## config.mk

```make
export PLATFORM = sky130hd
export DESIGN_NAME = fte_in_queue_flat
export DESIGN_NICKNAME = d
export VERILOG_FILES = /design/src/rtl/fte_pkg.sv /design/src/rtl/fte_frame_if.sv /design/src/rtl/fte_in_queue.sv /design/src/flat_wrapper.sv
export SDC_FILE = /design/constraint.sdc
export NUM_CORES = 1
export LEC_CHECK = 0
export ABC_AREA = 0
export BUFFER_PORTS_ARGS = -buffer_cell sky130_fd_sc_hd__clkbuf_2
export CAP_MARGIN = 20
export CORE_MARGIN = 4
export CORE_UTILIZATION = 36
export CTS_CLUSTER_DIAMETER = 50
export DETAILED_ROUTE_END_ITERATION = 16
export GPL_ROUTABILITY_DRIVEN = 0
export SLEW_MARGIN = 30
export SYNTH_ARGS = -nofsm -noshare
export SYNTH_HDL_FRONTEND = slang
export SYNTH_SLANG_ARGS = --single-unit
```

## constraint.sdc

```tcl
create_clock -name clk_i -period 5.9 [get_ports clk_i]
set_clock_uncertainty 0.1 [all_clocks]
set_input_delay 0.295 -clock clk_i [delete_from_list [all_inputs] [get_ports clk_i]]
set_output_delay 0.295 -clock clk_i [all_outputs]
set_load 0.005 [all_outputs]
```

## src/rtl/fte_pkg.sv

```systemverilog
`timescale 1ns / 1ps
`default_nettype none
// ----------------------------------------------------------------------------
// Four-tap feedback echo: shared definitions
// Sizes, register indexes, the frame record and the sequencer states that
// the echo front queue, the engine and the channel interfaces have in common.
// ----------------------------------------------------------------------------
package fte_pkg;

  // Storage and datapath sizes.
  localparam int MAX_DELAY_FRAMES = 32768;
  localparam int TAP_COUNT        = 4;
  localparam int SAMPLE_BITS      = 16;

  localparam int ADDR_W       = $clog2(MAX_DELAY_FRAMES);
  localparam int LEN_W        = $clog2(MAX_DELAY_FRAMES + 1);
  localparam int GAIN_BITS    = 16;
  localparam int NUM_TAP_REGS = 4;
  localparam int GAIN_REG_W   = GAIN_BITS * NUM_TAP_REGS;
  localparam int DELAY_REG_W  = 16;
  localparam int CFG_DATA_W   = 64;
  localparam int CFG_IDX_W    = 3;
  localparam int NUM_CH       = 2;
  localparam int QUEUE_DEPTH  = 2;

  // Fraction bits removed when rounding the echo sum and the feedback term.
  localparam int OUT_FRAC = 14;
  localparam int FB_FRAC  = 28;

  // Delay length after reset, in frames.
  localparam int DELAY_RESET = 4800;

  // Saturation limits of one sample.
  localparam int SAT_MAX = (2 ** (SAMPLE_BITS - 1)) - 1;
  localparam int SAT_MIN = -(2 ** (SAMPLE_BITS - 1));

  // Configuration register indexes.
  typedef enum logic [CFG_IDX_W-1:0] {
    REG_TAP_GAINS = 3'd0,
    REG_FEEDBACK  = 3'd1,
    REG_DELAY_0   = 3'd2,
    REG_DELAY_1   = 3'd3,
    REG_DELAY_2   = 3'd4,
    REG_DELAY_3   = 3'd5
  } cfg_reg_e;

  // One stereo frame as held in the front queue.
  typedef struct packed {
    logic signed [SAMPLE_BITS-1:0] left;
    logic signed [SAMPLE_BITS-1:0] right;
    logic                          block_end;
  } frame_t;

  // Engine sequencer states.
  typedef enum logic [2:0] {
    ST_CLEAR,
    ST_IDLE,
    ST_MULT,
    ST_SUM,
    ST_FBMUL,
    ST_WRITE
  } eng_state_e;

endpackage
`default_nettype wire

```

## src/rtl/fte_frame_if.sv

```systemverilog
`timescale 1ns / 1ps
`default_nettype none
// ----------------------------------------------------------------------------
// Frame input channel
// Valid/ready channel carrying one stereo frame and its block end mark.
// ----------------------------------------------------------------------------
interface fte_frame_if;
  import fte_pkg::*;

  logic                          valid;
  logic                          ready;
  logic signed [SAMPLE_BITS-1:0] left_in;
  logic signed [SAMPLE_BITS-1:0] right_in;
  logic                          block_end;

  modport source (output valid, output left_in, output right_in, output block_end,
                  input ready);
  modport sink   (input valid, input left_in, input right_in, input block_end,
                  output ready);
endinterface
`default_nettype wire

```

## src/rtl/fte_in_queue.sv

```systemverilog
`timescale 1ns / 1ps
`default_nettype none
// ----------------------------------------------------------------------------
// Echo front queue
// Takes frames from the input channel into a short FIFO so that the input
// side and the processing engine stall independently.
// ----------------------------------------------------------------------------
module fte_in_queue (
  input  logic            clk_i,
  input  logic            rst_ni,
  fte_frame_if.sink       frame_i,
  input  logic            accept_en_i,
  output logic            q_valid_o,
  output fte_pkg::frame_t q_item_o,
  input  logic            q_pop_i
);
  import fte_pkg::*;

  localparam int QPTR_W = (QUEUE_DEPTH > 1) ? $clog2(QUEUE_DEPTH) : 1;
  localparam int CNT_W  = $clog2(QUEUE_DEPTH + 1);

  frame_t            slot_q [QUEUE_DEPTH];
  logic [QPTR_W-1:0] wr_ptr_q, wr_ptr_d;
  logic [QPTR_W-1:0] rd_ptr_q, rd_ptr_d;
  logic [CNT_W-1:0]  count_q, count_d;
  logic              push;
  logic              pop;
  frame_t            in_item;

  // Handshake and incoming record.
  always_comb begin
    frame_i.ready     = accept_en_i && (count_q < CNT_W'(QUEUE_DEPTH));
    push              = frame_i.valid && frame_i.ready;
    pop               = q_pop_i && (count_q != '0);
    in_item.left      = frame_i.left_in;
    in_item.right     = frame_i.right_in;
    in_item.block_end = frame_i.block_end;
  end

  // Pointer and fill count updates.
  always_comb begin
    wr_ptr_d = wr_ptr_q;
    rd_ptr_d = rd_ptr_q;
    count_d  = count_q;
    if (push) begin
      wr_ptr_d = (wr_ptr_q == QPTR_W'(QUEUE_DEPTH - 1)) ? '0 : wr_ptr_q + 1'b1;
    end
    if (pop) begin
      rd_ptr_d = (rd_ptr_q == QPTR_W'(QUEUE_DEPTH - 1)) ? '0 : rd_ptr_q + 1'b1;
    end
    if (push && !pop) begin
      count_d = count_q + 1'b1;
    end else if (pop && !push) begin
      count_d = count_q - 1'b1;
    end
  end

  always_ff @(posedge clk_i or negedge rst_ni) begin
    if (!rst_ni) begin
      wr_ptr_q <= '0;
      rd_ptr_q <= '0;
      count_q  <= '0;
    end else begin
      wr_ptr_q <= wr_ptr_d;
      rd_ptr_q <= rd_ptr_d;
      count_q  <= count_d;
    end
  end

  // Frame storage.
  always_ff @(posedge clk_i) begin
    if (push) begin
      slot_q[wr_ptr_q] <= in_item;
    end
  end

  assign q_valid_o = (count_q != '0);
  assign q_item_o  = slot_q[rd_ptr_q];

endmodule
`default_nettype wire

```

## src/flat_wrapper.sv

```systemverilog
// flat-port wrapper written by rule: the top's interface ports become plain ports
module fte_in_queue_flat import fte_pkg::*;
  (clk_i, rst_ni, accept_en_i, q_valid_o, q_item_o, q_pop_i, frame_i_valid, frame_i_left_in, frame_i_right_in, frame_i_block_end, frame_i_ready);
  fte_frame_if frame_i_i ();
  input  logic clk_i;
  input  logic rst_ni;
  input  logic accept_en_i;
  output logic q_valid_o;
  output fte_pkg::frame_t q_item_o;
  input  logic q_pop_i;
  input wire logic [$bits(frame_i_i.valid)-1:0] frame_i_valid;
  input wire logic [$bits(frame_i_i.left_in)-1:0] frame_i_left_in;
  input wire logic [$bits(frame_i_i.right_in)-1:0] frame_i_right_in;
  input wire logic [$bits(frame_i_i.block_end)-1:0] frame_i_block_end;
  output wire logic [$bits(frame_i_i.ready)-1:0] frame_i_ready;
  assign frame_i_i.valid = frame_i_valid;
  assign frame_i_i.left_in = frame_i_left_in;
  assign frame_i_i.right_in = frame_i_right_in;
  assign frame_i_i.block_end = frame_i_block_end;
  assign frame_i_ready = frame_i_i.ready;
  fte_in_queue u_core (.clk_i(clk_i), .rst_ni(rst_ni), .frame_i(frame_i_i), .accept_en_i(accept_en_i), .q_valid_o(q_valid_o), .q_item_o(q_item_o), .q_pop_i(q_pop_i));
endmodule
```

==> flow_summary.yaml, run 1 <==
outcome:
  outcome: "finished clean"
detailed_routing:
  drc: 0
  post_drt_via_cell_ratio: 4.30
  drtPass1Iterations: 3
  antenna_left: 0
  vias: 1317
  drt_iter0_markers: 22
  totalWireLength_um: 4330
  wire_per_inst_um: 14.1
yosys:
  yosysUniqueCellTypes: 15
  syn-num-nets: 160
  synth-seq-area-share: 0.763
  avgSynthCellArea_um2: 22.5
  synth_flop_cell: "edfxtp_1"
  synth_warnings: 0
  yosysMostFrequentCell: "edfxtp_1"
  synth_edf_count: 66
  synth_area_leaders: "edfxtp_1 73%, mux2_4 16%, dfrtp_1 3.7%"
  netlist_area_um2: 2730
  synth_top_area_share: 0.727
  synth-seq-cells: 70
  synth_commonest_cells: "66 x edfxtp_1, 29 x mux2_4, 4 x dfrtp_1, 4 x mux2_2"
  async_reset_ff_frac: 0.0571
  yosysTopAreaCell: "edfxtp_1"
  synth_cells: 121
power_and_ir_drop:
  p_per_area_nw_per_um2: 400
  p_leak_nw: 1.34
  ir_worst_vdd_uv: 231
  p_total_mw: 1.34
setup_path:
  crit_fanout: 34
  regToRegSetupSlack_ns: 4.08
  start_kind: "register"
  cp-end-kind: "output pin"
  max_stage_delay_ns: 0.83
  crit_chain: "mux2_2 -> clkbuf_2"
  crit_slowest_cell: "dfrtp_4"
  arrival_ns: 1.67
  worst-path-buf-inv: 1
  reg2reg_to: "u_core.slot_q[0][19]$_DFFE_PP_"
  r2r_start: "u_core.count_q[1]$_DFFE_PN0P_"
  reg2regPathDepth: 4
  cp_top_family: "flip-flops"
  crit_type: "register to output pin"
  critPathRequiredTime_ns: 5.51
hold_path:
  hold_depth: 1
  min_path_type: "primary input to register"
  min_from: "frame_i_right_in[4]"
  hold_end: "u_core.slot_q[1][5]$_DFFE_PP_"
die:
  die_w_um: 95.0
  io_pins: 73
  die_y_um: 95.0
  core_um2: 7290
  initial_core_util: 0.374
  die_area_um2: 9030
  rows: 31
sta:
  drv_slew: 0
  setup_viol_count_final: 0
  rsz0062_at_grt: "false"
  slew_headroom: 0.468
  hold_viol_final: 0
  timing.final.crit_share: 0.350
  setup-tns-final_ns: 0
  max_freq_mhz: 484
  fin_ws_ns: 3.84
  layout_min_cycle_time_ns: 2.06
  worst_slew_pin_slew_ns: 0.797
clock_network:
  clkTransAtPathRegs_ns: 0.07
  clock_path_buffers: 2
  cts_buffers: 9
  root_buffer: "clkbuf_8"
  cts_tree: "yes"
  htreeDepth: 3
  postCtsSetupBuffers: 0
  clock_sinks: 70
  clk_latency_ns: 0.32
global_routing:
  grtUsageTotal: 0.0986
  first_global_vias: 1355
  antenna_found_initial: 0
  grt_first_pass_wirelength_um: 6390
  grt_max_degree: 35
  grt_overflow: 0
placed_design:
  pre_cts_ws_ns: 3.84
  portBuffers: 72
  hpwlAfterDp_um: 2750
run:
  maxCapViolCount: 0
finish:
  multiInputGateArea_um2: 579
  n_antenna_cell: 0
  drive_gt1_frac: 0.575
  fill_cells: 676
  regArea_um2: 2090
  area_growth_pct: 22.5
  final_nets: 241
-- flip-flops by register name, summed over array words and instances, names as in the netlist --
register,flops
u_core.count_q,2
u_core.wr_ptr_q,1
u_core.rd_ptr_q,1
u_core.slot_q,66
-- where the power goes --
group	internal [mW]	switching (mW)	total, mW
logic	0.221	0.112	0.333
clock network	0.152	0.155	0.307
registers	0.613	0.0827	0.695
total	0.985	0.350	1.34
-- cells by family (layout without fill, tap and decap cells) --
kind of cell | after synthesis | in the layout | synth area share
DFF | 70 | 70 | 0.763
muxes | 33 | 33 | 0.176
and+or+nand+nor | 7 | 7 | 0.0124
xor gates and xnor gates | 5 | 5 | 0.0161
buffers and inverters | 5 | 91 | 0.0275
adders and majority gates | 1 | 1 | 0.00459
-- worst reg2reg max path, cell delays in order, from the launching register on --
cell	delay, ns
dfrtp_1	0.40
nor2b_1	0.18
nand2_1	0.15
nor2_4	0.45
buf_16	0.23
-- routing by layer --
layer / up-vias / wire (um) / share of wire / GRT usage
met4: 0 / 48 / 0.011 / 0.0361
met3: 7 / 322 / 0.074 / 0.0521
met5: - / 0 / 0 / 0
met1: 634 / 1850 / 0.43 / 0.115
met2: 50 / 2100 / 0.49 / 0.155
li1: 626 / - / - / -
-- worst max path at each step --
stage                                        startpoint                        endpoint  cells after the start  slack (ns)
after floorplan           u_core.count_q[1]$_DFFE_PN0P_   u_core.slot_q[0][0]$_DFFE_PP_                      3        3.27
after global placement      u_core.rd_ptr_q$_DFFE_PN0P_                     q_item_o[6]                      2        3.90
after detailed placement  u_core.count_q[1]$_DFFE_PN0P_  u_core.slot_q[0][19]$_DFFE_PP_                      3        3.84
after CTS                   u_core.rd_ptr_q$_DFFE_PN0P_                     q_item_o[5]                      2        3.77
after global routing        u_core.rd_ptr_q$_DFFE_PN0P_                     q_item_o[5]                      2        3.71
final                       u_core.rd_ptr_q$_DFFE_PN0P_                     q_item_o[5]                      2        3.84
-- cell usage in the layout (no fill, tap or decap) --
master         Yosys  layout
clkbuf_2           0      72
edfxtp_1          66      66
mux2_4            29      29
clkbuf_8           0       9
clkbuf_1           0       5
mux2_2             4       4
xnor2_1            3       3
dfrtp_1            4       3
nand2_1            2       2
xor2_1             2       2
nor2b_1            1       1
inv_1              1       1
or2_1              1       1
and3_2             0       1
nor2_4             0       1
nor2_1             2       1
ha_1               1       1
clkinv_2           0       1
clkinv_1           0       1
dlygate4sd3_1      0       1
buf_16             0       1
dfrtp_4            0       1
-- through the flow --
step                      hold slack, ns  instances  utilization  area [um2]
after CTS                         0.0404        305        0.455        3310
after global placement            0.0104        288        0.432        3150
after floorplan                   -0.101        121            -        2730
final                             0.0568        306        0.458        3340
after global routing              0.0268        306        0.458        3340
after detailed placement          0.0124        288        0.432        3150
-- layout make-up --
cell class,instances,area share
Timing Repair Buffer,74,0.119
Tap cell,99,0.0371
Sequential cell,70,0.624
Inverter,1,0.00112
Multi-Input combinational cell,46,0.173
Clock inverter,2,0.00262
Clock buffer,14,0.0427
-- what timing repair did --
item | 4_1_cts | 5_1_grt
gates resized for setup | 0 | 0
hold endpoints to repair | 4 | 0
hold buffers | 1 | 0
No activity file was read; power rests on OpenSTA's default activity.
==> run 2: changes to the inputs <==
--- a/config.mk
+++ b/config.mk
@@ -5,7 +5,7 @@
 export SDC_FILE = /design/constraint.sdc
 export NUM_CORES = 1
 export LEC_CHECK = 0
-export ABC_AREA = 0
+export ABC_AREA = 1
 export BUFFER_PORTS_ARGS = -buffer_cell sky130_fd_sc_hd__clkbuf_2
 export CAP_MARGIN = 20
 export CORE_MARGIN = 4
==> constraint.sdc (replaced) <==
create_clock -name clk_i -period 2 [get_ports clk_i]
set_clock_uncertainty 0.1 [all_clocks]
set_input_delay 0.1 -clock clk_i [delete_from_list [all_inputs] [get_ports clk_i]]
set_output_delay 0.1 -clock clk_i [all_outputs]
set_load 0.005 [all_outputs]
==> run 2 against run 1 <==
Core utilization up 5.3 points. Area after synthesis fell by 1.6%. Final cell count is 38% higher. Critical path depth rose by 2. Sequential share of layout area fell by 6.3 points. Largest cell class unchanged.
==> flow_summary.yaml, run 2 <==
outcome:
  outcome: "finished clean"
setup_path:
  arrival_ns: 1.53
  max_stage_delay_ns: 0.69
  crit_fanout: 25
  cp_common_cell: "nand2_1"
  cp-end-kind: "output pin"
  start_kind: "register"
  critPathRequiredTime_ns: 1.80
  crit_slowest_cell: "dfrtp_1"
  regToRegSetupSlack_ns: 0.43
  crit_chain: "buf_12 -> nand2_1 -> nand2_1 -> clkbuf_2"
  crit_type: "register to output pin"
die:
  initial_core_util: 0.370
  rows: 31
  die_area_um2: 8900
  io_pins: 73
  die_y_um: 94.3
  die_w_um: 94.3
  core_um2: 7250
finish:
  area_growth_pct: 38.2
  largest_reg_flops: 66
  final_cell_mix: "97 x nand2_1, 72 x clkbuf_2, 66 x edfxtp_1"
  final_nets: 358
  drive_gt1_frac: 0.321
  max_flop_register: "u_core.slot_q"
  n_antenna_cell: 0
  final_common_cell: "nand2_1"
  postLayoutCoreUtil: 0.511
  top_regs: "u_core.slot_q (66), u_core.count_q (2)"
  final_cells: 423
yosys:
  yosysTopAreaCell: "edfxtp_1"
  synth-simple-area-share: 0.171
  synth_cells: 202
  yosysMostFrequentCell: "nand2_1"
  synth_xor_area_frac: 0.00653
  synth_warnings: 0
  yosysUniqueCellTypes: 15
  synth_top_area_share: 0.738
  synth.area.mux_share: 0
  async_reset_ff_frac: 0.0571
  synth_flop_cell: "edfxtp_1"
  synth_top_family_by_area: "simple AND/OR/NAND/NOR gates"
  netlist_area_um2: 2680
  synth-seq-area-share: 0.776
  avgSynthCellArea_um2: 13.3
  synth_area_leaders: "edfxtp_1 74%, nand2_1 14%, dfrtp_1 3.7%"
  synth_commonest_cells: "97 x nand2_1, 66 x edfxtp_1, 10 x nand2_2"
  synth-seq-cells: 70
  syn-num-nets: 241
  synth_edf_count: 66
  synth_fa_ha_area_frac: 0.00466
  synth_compound_area_frac: 0
clock_network:
  htreeDepth: 3
  clk_latency_ns: 0.33
  cts_tree: "yes"
  clock_path_buffers: 2
  cts_buffers: 9
  root_buffer: "clkbuf_8"
  clkTransAtPathRegs_ns: 0.07
  clock_sinks: 70
  postCtsSetupBuffers: 0
placed_design:
  pre_cts_ws_ns: 0.432
  hpwlAfterDp_um: 3350
  portBuffers: 72
  place_inst: 371
global_routing:
  grt_max_degree: 35
  grtUsageTotal: 0.125
  grt_overflow: 0
  first_global_vias: 1818
  grt_first_pass_wirelength_um: 8230
  antenna_found_initial: 0
sta:
  max_freq_mhz: 578
  slew_headroom: 0.634
  drv_slew: 0
  fin_ws_ns: 0.270
  layout_min_cycle_time_ns: 1.73
  rsz0062_at_grt: "false"
  setup_viol_count_final: 0
  timing.final.crit_share: 0.865
  worst_slew_pin_slew_ns: 0.549
  hold_viol_final: 0
detailed_routing:
  drc: 0
  vias: 1749
  drt_iter0_markers: 57
  antenna_left: 0
  totalWireLength_um: 5130
  wire_per_inst_um: 12.1
  post_drt_via_cell_ratio: 4.13
  drtPass1Iterations: 4
power_and_ir_drop:
  ir_worst_vdd_uv: 416
  p_total_mw: 4.13
  p_leak_nw: 1.60
  p_per_area_nw_per_um2: 1110
run:
  maxCapViolCount: 0
hold_path:
  min_path_type: "primary input to register"
-- run 2: changes by cell type after synthesis, sizes merged --
cell / before / now
nand4: 0 / 1
inv: 1 / 8
buf: 4 / 7
nand3: 0 / 3
xor2: 2 / 1
xnor2: 3 / 1
nor2b: 1 / 0
mux2: 33 / 0
nor2: 2 / 3
nand2: 2 / 107
or2: 1 / 0
and3: 1 / 0
-- run 2: cell type report --
cell class | instances | area [um2]
clock inverter | 7 | 41.3
fill | 651 | 3540
tap | 99 | 124
clock buffer | 9 | 124
timing repair buffer | 113 | 796
sequential | 70 | 2080
multi-input combinational | 117 | 504
inverter | 8 | 37.5
-- run 2: timing repair --
action	in CTS	in global routing
gates resized for setup	0	0
endpoints found under the hold margin	71	0
hold buffers	36	0
-- run 2: worst paths after layout --
| path | startpoint | end | depth (start not counted) |
|---|---|---|---|
| max | u_core.rd_ptr_q$_DFFE_PN0P_ | q_item_o[2] | 4 |
| min | frame_i_valid | u_core.wr_ptr_q$_DFFE_PN0P_ | 3 |
| max reg2reg | u_core.count_q[1]$_DFFE_PN0P_ | u_core.count_q[1]$_DFFE_PN0P_ | 8 |
| min reg2reg | u_core.count_q[1]$_DFFE_PN0P_ | u_core.count_q[1]$_DFFE_PN0P_ | 2 |
| max in group asynchronous | rst_ni | u_core.rd_ptr_q$_DFFE_PN0P_ | 3 |
| min in group asynchronous | rst_ni | u_core.count_q[0]$_DFFE_PN0P_ | 3 |
-- run 2: critical path: cells and delay by family, from the launching register on --
kind	cells	cell delay, ns
buf+inv	2	0.36
flops	1	0.69
simple gates	2	0.15
-- run 2: cells by family after synthesis --
group	after synthesis
simple gates	114
xor+xnor	2
fa+ha+maj	1
buf+inv	15
flops	70
-- run 2: through the flow --
step,hold WS (ns),instance area (um2),setup TNS [ns]
after floorplan,-0.296,2680,-34.85
after global placement,-0.179,3180,0
after detailed placement,-0.180,3180,0
after CTS,0.138,3710,0
after global routing,0.167,3710,0
final,0.154,3710,0
-- run 2: layer usage --
metal,GRT usage,vias to the layer above,routed length (um)
li1,-,905,-
met1,0.147,785,2260
met2,0.208,50,2480
met3,0.0327,9,263
met4,0.0686,0,121
met5,0,-,0
-- run 2: report_power, final --
part	internal (mW)	total (mW)	switching [mW]
clock	0.438	0.937	0.499
combinational	0.536	1.28	0.739
sequential	1.81	1.91	0.107
total	2.78	4.13	1.35
==> run 3: changes to the inputs <==
--- a/config.mk
+++ b/config.mk
@@ -5,11 +5,10 @@
 export SDC_FILE = /design/constraint.sdc
 export NUM_CORES = 1
 export LEC_CHECK = 0
-export ABC_AREA = 1
 export BUFFER_PORTS_ARGS = -buffer_cell sky130_fd_sc_hd__clkbuf_2
 export CAP_MARGIN = 20
 export CORE_MARGIN = 4
-export CORE_UTILIZATION = 36
+export CORE_UTILIZATION = 34
 export CTS_CLUSTER_DIAMETER = 50
 export DETAILED_ROUTE_END_ITERATION = 16
 export GPL_ROUTABILITY_DRIVEN = 0
==> constraint.sdc (replaced) <==
create_clock -name clk_i -period 2 [get_ports clk_i]
set_clock_uncertainty 0.1 [all_clocks]
set_input_delay 0.4 -clock clk_i [delete_from_list [all_inputs] [get_ports clk_i]]
set_output_delay 0.4 -clock clk_i [all_outputs]
set_load 0.005 [all_outputs]
==> run 3 against run 2 <==
Setup slack worse by 0.17 ns. Clock power up 9.9%. First-iteration DRC count down 58%. Clock-buffer cell count up 1. Register-to-register slack better by 0.04 ns. Highest routed layer unchanged.
==> flow_summary.yaml, run 3 (synthesized netlist as in run 1, its figures left out) <==
setup_path:
  cp_top_family: "flip-flops"
  regToRegSetupSlack_ns: 0.47
  max_stage_delay_ns: 0.41
  cp-end-kind: "output pin"
  crit_slowest_cell: "dfrtp_2"
  worst-path-buf-inv: 2
  crit_type: "register to output pin"
  start_kind: "register"
  crit_chain: "buf_12 -> mux2_4 -> clkbuf_2"
  crit_fanout: 22
  arrival_ns: 1.40
  critPathRequiredTime_ns: 1.50
power_and_ir_drop:
  p_leak_nw: 1.38
  p_per_area_nw_per_um2: 1210
  ir_worst_vdd_uv: 533
sta:
  hold-worst-slack_ns: 0.157
  max_freq_mhz: 526
  worst_slew_pin_slew_ns: 0.199
  drv_slew: 0
  timing.final.crit_share: 0.951
  rsz0062_at_grt: "false"
  hold_viol_final: 0
  slew_headroom: 0.867
  setup-tns-final_ns: 0
  setup_viol_count_final: 0
  layout_min_cycle_time_ns: 1.90
global_routing:
  grt_first_pass_wirelength_um: 6630
  grt_max_degree: 34
  grt.met1_usage: 0.105
  grtUsageTotal: 0.0939
  grt_use_met2: 0.149
  antenna_found_initial: 0
  first_global_vias: 1351
  grt_overflow: 0
  busiest_layer: "met2"
  use_met3: 0.0366
finish:
  multiInputGateArea_um2: 579
  final_common_cell: "clkbuf_2"
  top_regs: "u_core.slot_q (66), u_core.count_q (2)"
  n_antenna_cell: 0
  stdcell_area_um2: 3420
  final_cell_mix: "72 x clkbuf_2, 66 x edfxtp_1, 29 x mux2_4"
  largest_reg_flops: 66
  regArea_um2: 2080
  area_growth_pct: 25.5
  drive_gt1_frac: 0.598
  max_flop_register: "u_core.slot_q"
  postLayoutCoreUtil: 0.441
  fill_cells: 712
  final_nets: 244
detailed_routing:
  wire_per_inst_um: 13.8
  drtPass1Iterations: 4
  post_drt_via_cell_ratio: 4.24
  drt_iter0_markers: 24
  antenna_left: 0
  drc: 0
  totalWireLength_um: 4280
  vias: 1319
clock_network:
  clock_path_buffers: 2
  cts_tree: "yes"
  cts_buffers: 9
  root_buffer: "clkbuf_8"
  clk_latency_ns: 0.33
  postCtsSetupBuffers: 0
  htreeDepth: 3
  clkTransAtPathRegs_ns: 0.07
  clock_sinks: 70
placed_design:
  place_area_um2: 3230
  hpwlAfterDp_um: 2920
  portBuffers: 72
die:
  die_area_um2: 9520
  initial_core_util: 0.351
  io_pins: 73
  core_um2: 7770
  die_y_um: 97.6
  die_w_um: 97.6
  rows: 32
outcome:
  outcome: "finished clean"
run:
  maxCapViolCount: 0
hold_path:
  min_path_type: "primary input to register"
-- run 3: cell count changes in the layout (fill, tap and decap cells not counted), moves of 2 or more --
cell           previous run  this run
inv_1                     7         1
mux2_2                    0         4
nand2_2                  10         0
dlygate4sd3_1            36         1
buf_4                     2         0
mux2_4                    0        29
xnor2_1                   1         3
nand3_1                   3         0
nand2_1                  97         2
-- run 3: area by class of cell --
cell class              count  area share
clock inverters             5      0.0150
flip-flops and latches     70       0.609
well taps                 102      0.0373
clock buffers              10      0.0373
repair buffers             77       0.132
inverters                   1     0.00110
multi-input cells          46       0.169
-- run 3: final timing paths --
kind                                          startpoint  depth (start not counted)                       endpoint
hold / removal                       frame_i_right_in[7]                          1  u_core.slot_q[1][8]$_DFFE_PP_
setup reg to reg           u_core.count_q[1]$_DFFE_PN0P_                          6  u_core.count_q[1]$_DFFE_PN0P_
min in group asynchronous                         rst_ni                          2  u_core.count_q[0]$_DFFE_PN0P_
hold reg to reg            u_core.count_q[1]$_DFFE_PN0P_                          1  u_core.count_q[1]$_DFFE_PN0P_
setup / recovery             u_core.rd_ptr_q$_DFFE_PN0P_                          3                   q_item_o[10]
max in group asynchronous                         rst_ni                          2    u_core.rd_ptr_q$_DFFE_PN0P_
-- run 3: power breakdown --
group | switching [mW] | internal, mW | total, mW
clock network | 0.467 | 0.560 | 1.03
logic | 0.514 | 0.731 | 1.25
registers | 0.0766 | 1.80 | 1.88
total | 1.06 | 3.09 | 4.15
-- run 3: stage by stage --
step / power (mW) / worst slack [ns] / std cells
6_report: 4.15 / 0.0982 / 311
5_1_grt: 4.38 / 0.0428 / 311
3_3_place_gp: 3.19 / 0.417 / 295
3_5_place_dp: 3.20 / 0.375 / 295
4_1_cts: 4.24 / 0.0607 / 311
2_1_floorplan: 2.82 / 0.0118 / 121
-- run 3: routing by layer --
layer,part of all wire,up-vias
met5,0,-
met4,0.026,0
met3,0.065,9
met2,0.49,48
met1,0.42,626
li1,-,636
-- run 3: what timing repair did --
item                                   4_1_cts  5_1_grt
hold buffers                                 1        0
resized for setup                            0        0
endpoints found under the hold margin        4        0
